$ cat src/hw/rtl/closest_point_on_segment_macros.svh
// Assertion macros for the closest point on segment block
`ifndef CLOSEST_POINT_ON_SEGMENT_MACROS_SVH
`define CLOSEST_POINT_ON_SEGMENT_MACROS_SVH
`ifndef SYNTHESIS
`define CPS_ASSERT_IMPL(label, clk, rst_n, ante, cons) \
    label: assert property (@(posedge clk) disable iff (!rst_n) (ante) |-> (cons)) \
        else $error("assertion failed");
`define CPS_ASSERT_NEXT(label, clk, rst_n, ante, cons) \
    label: assert property (@(posedge clk) disable iff (!rst_n) (ante) |=> (cons)) \
        else $error("assertion failed");
`else
`define CPS_ASSERT_IMPL(label, clk, rst_n, ante, cons)
`define CPS_ASSERT_NEXT(label, clk, rst_n, ante, cons)
`endif
`endif

$ cat src/hw/rtl/cps_div_stage.sv
`timescale 1ns / 1ps
// One restoring division step on a remainder
module cps_div_stage #(
    parameter int W = 68
) (
    input  logic [W-1:0] i_rem,
    input  logic [W-1:0] i_den,
    output logic [W-1:0] o_rem,
    output logic         o_bit
);
    logic [W:0] shl;
    logic [W:0] dif;
    assign shl = {i_rem, 1'b0};
    assign dif = shl - {1'b0, i_den};
    assign o_bit = ~dif[W];
    assign o_rem = o_bit ? dif[W-1:0] : shl[W-1:0];
endmodule

$ cat config.mk
export PLATFORM = sky130hd
export DESIGN_NAME = cps_div_stage
export DESIGN_NICKNAME = d
export VERILOG_FILES = /design/src/hw/rtl/closest_point_on_segment_macros.svh /design/src/hw/rtl/cps_div_stage.sv
export SDC_FILE = /design/constraint.sdc
export NUM_CORES = 1
export LEC_CHECK = 0
export BUFFER_PORTS_ARGS = -buffer_cell sky130_fd_sc_hd__buf_2
export CAP_MARGIN = 0
export CORE_MARGIN = 4
export CORE_UTILIZATION = 35
export DETAILED_ROUTE_END_ITERATION = 10
export PLACE_DENSITY = 0.61
export SYNTH_ARGS = -nofsm -noshare
export SYNTH_HDL_FRONTEND = slang
export SYNTH_SLANG_ARGS = --single-unit
$ cat constraint.sdc
create_clock -name vclk -period 4.9
set_input_delay 0.49 -clock vclk [all_inputs]
set_output_delay 0.49 -clock vclk [all_outputs]
set_load 0.05 [all_outputs]
; Yosys cells after proc, flatten, opt, wreduce, memory -nomap -nowiden
; Cells that the tools add are included.
[totals]
word_cells = 3
reg_bits = 0
out_inout_bits = 69
input_bits = 136
[op_classes]
n_bitwise = 1
muxes = 1
n_addsub = 1
[ops]
columns = cell, count
row1 = 69-bit by 68-bit subtractor with 69-bit output, 1
row2 = 68-bit 2-to-1 mux, 1
row3 = 1-bit NOT, 1

; Logic depth before layout (Yosys ltp)
[logic_depth]
depth_word = 2
depth_mapped = 16
ltp_nobuf = 12

; Least setup slack after synthesis
; OpenSTA, ideal clock, no wires.
[synth_path]
path_kind = input-to-output
startpoint = in i_rem[0]
endpoint = out o_rem[61]
stages = 13
t_arrival_ns = 3.871
slack_ns = 0.539
t_required_ns = 4.410
n_path_buf = 2
path_cell_list = inv_1 fa_1 nand2b_1 a21o_1 a31oi_1 o21ai_1 a2111o_1 a21oi_2 o21a_1 nor3_2 buf_6 buf_6 o31ai_1
[synth_between]
elab_chain_len = 2
[synth_rtl]
columns = item, line_no
row1 = "start, declared", cps_div_stage.sv:6  ; input logic [W-1:0] i_rem,
row2 = 69-bit by 68-bit subtractor with 69-bit output, cps_div_stage.sv:14  ; assign dif = shl - {1'b0, i_den};
row3 = 68-bit 2-to-1 mux, cps_div_stage.sv:16  ; assign o_rem = o_bit ? dif[W-1:0] : shl[W-1:0];
row4 = "end, declared", cps_div_stage.sv:8  ; output logic [W-1:0] o_rem,
; No other way between the ends.

; Worst setup path after layout
[layout_path]
startpoint = in i_rem[0]
endpoint = out o_rem[6]
; The elaborated chain is that of the path after synthesis.

==> impl_metrics.toml <==
[outcome]
outcome = "completed"

[routing]
route.final.wire_length_um = 17200
total_vias_in_the_final_route = 6379
post_drt_wl_per_cell_um = 14.3
drtPass1Iterations = 5
drt_drc_violations_left = 0
drt_first_iter_violations = 431
ant_nets = 0
avgViaCountPerCell = 5.29

[synthesis]
yosysWarningCount = 0
mapped_avg_cell_area_um2 = 6.20
synth_top_cell_by_area = "sky130_fd_sc_hd__ha_1"
synth_area_mm2 = 0.00529
synth_nets = 1057
synthesis.instances = 853
yosys-top-cells-area = "sky130_fd_sc_hd__ha_1 16%, sky130_fd_sc_hd__nand2_1 9.2%, sky130_fd_sc_hd__o21ai_0 8.8%"
synth_cell_types = 68
seq_area_frac_synth_pct = 0
yosys.area.top_type_share_pct = 15.9

[die]
core-area_mm2 = 0.0146
initial_cell_density_of_the_core_pct = 36.1
io_pins = 205
cell_row_count = 44
fp.dieH_um = 131
die_ar_mm2 = 0.0171
die-width_um = 131

[timing]
final_min_period_over_clock_period_pct = 91.9
finish_stage_setup_viols = 0
worst_slew_margin_rel_pct = 57.3
setup_tns_ns = 0
hold_viol = 0
finalWorstPathRequiredPeriod_ns = 4.50
max_clock_freq_ghz = 0.222
rsz0062_at_grt = "false"
tightest_slew_ns = 0.633
slew_viol_final = 0

[layout]
most_frequent_standard_cell_in_the_layout_excluding_fill_and_tap_cells = "sky130_fd_sc_hd__buf_2"
layout.clock_buffers = 0
area_growth_pct = 20.7
diodes = 0
post_route_design_area_mm2 = 0.00638
seqCellArea_um2 = 0
post_layout_nonfiller_instances = 1205
n_sequential_cell = 0
leading_cell_types_in_the_layout_fill_and_taps_excluded = "205 x sky130_fd_sc_hd__buf_2, 129 x sky130_fd_sc_hd__nand2_1, 93 x sky130_fd_sc_hd__o21ai_0"
layout-drive-gt1-share_pct = 23.3
final_nets = 1227

[placed_design]
place.detailed.hpwl_um = 15000
gp_congestion = 0.882
placed_area_mm2 = 0.00638
post-place-cells = 1205
io_buffer_count = 205

[flow_run]
max-cap-violations = 0

[power_and_ir_drop]
vdd_drop_max_mv = 0.128
power.leakage_nw = 3.23
finalPower_mw = 1.50
power_density_mw_per_mm2 = 235

[setup_path]
timing.critical_path.from_type = "input pin"
critical_path_cell_list = "buf_2, inv_1, fa_1, nand2b_1, a21o_1, a31oi_1, o21ai_1, a2111o_1, a21oi_2, nor3_1, nor3_4, buf_4, nand2_1, o31ai_1, buf_2"
critical_path.max_stage_delay_ns = 0.53
slowest_stage = "sky130_fd_sc_hd__a2111o_1"
critical_path_peak_fanout = 30
worst_setup_end_kind = "output pin"
worstPathBufferInverterCount = 4
crit_required_ns = 4.41
critPathArrivalTime_ns = 4.01
worst_path_dominant_cell_family = "compound AO/OA/AOI/OAI gates"
worst-setup-path-type = "in -> out"
most_common_cell_type_on_the_critical_path = "sky130_fd_sc_hd__buf_2"

[grt]
first_pass_grt_wire_length_um = 27500
grt_overflow = 0
grt-busiest-layer = "met2"
globalRouteMet2Util_pct = 31.6
total_routing_usage_reported_by_global_routing_pct = 18.8
via_count_of_the_first_global_routing_pass = 5793
global_route_met1_utilization_pct = 27.7
largest_net_degree_at_the_start_of_global_routing = 51
grt_use_met3_pct = 0.772
grt_antenna_before_repair = 0

[clocking]
ctsResizeCount = 0
cts_setup_buffers = 0
cts_hold_buf = 0

[min_path]
worstHoldPathType = "in -> out"
[synthesized netlist by cell type (all sizes together), types with 18 or more instances]
| library cell | n |
|---|---|
| nand4 | 23 |
| a21oi | 92 |
| o21ai | 103 |
| xor2 | 24 |
| clkbuf | 26 |
| ha | 67 |
| a21o | 20 |
| inv | 91 |
| nor2 | 42 |
| nor3 | 18 |
| xnor2 | 35 |
| nand2 | 129 |
[routing by layer]
layer  wire length (µm)  up-vias
li1                   -     3372
met1               8450     2815
met2               7720      184
met3                928        8
met4                146        0
met5                  0        -
[metrics by stage]
step | hold WS [ns] | setup WS, ns | util, %
finish | 1.38 | 0.399 | 43.6
global route | 1.40 | 0.0920 | 43.6
CTS | 1.38 | 0.361 | 43.6
detailed placement | 1.38 | 0.378 | 43.6
global placement | 1.38 | 0.421 | 43.6
floorplan | 1.20 | 0.539 | -
[path summary, 6_finish.rpt]
| path | startpoint | to | slack, ns | cells after the start |
|---|---|---|---|---|
| worst max-delay path | i_rem[0] | o_rem[6] | 0.40 | 15 |
| worst min-delay path | i_rem[40] | o_rem[41] | 1.38 | 4 |
[power by group]
part / internal, mW / leakage (nW) / switching, mW / total, mW
clock network: 0 / 0 / 0 / 0
registers: 0 / 0 / 0 / 0
logic: 0.443 / 3.23 / 1.05 / 1.50
total: 0.443 / 3.23 / 1.05 / 1.50
[logic make-up after synthesis]
logic type                 share of synthesized area, %
AOI/OAI and AO/OA                                  37.9
xor gates and xnor gates                           9.78
adders and majority gates                          16.2
buffers and inverters                              10.7
muxes                                              1.23
and+or+nand+nor                                    24.1
[area by class of cell]
type	instances	area, µm²
fill	1627	8260
inverter	91	342
multi-input combinational	719	4720
tap	184	230
timing repair buffer	211	1080
(Power assumes the default switching activity.)
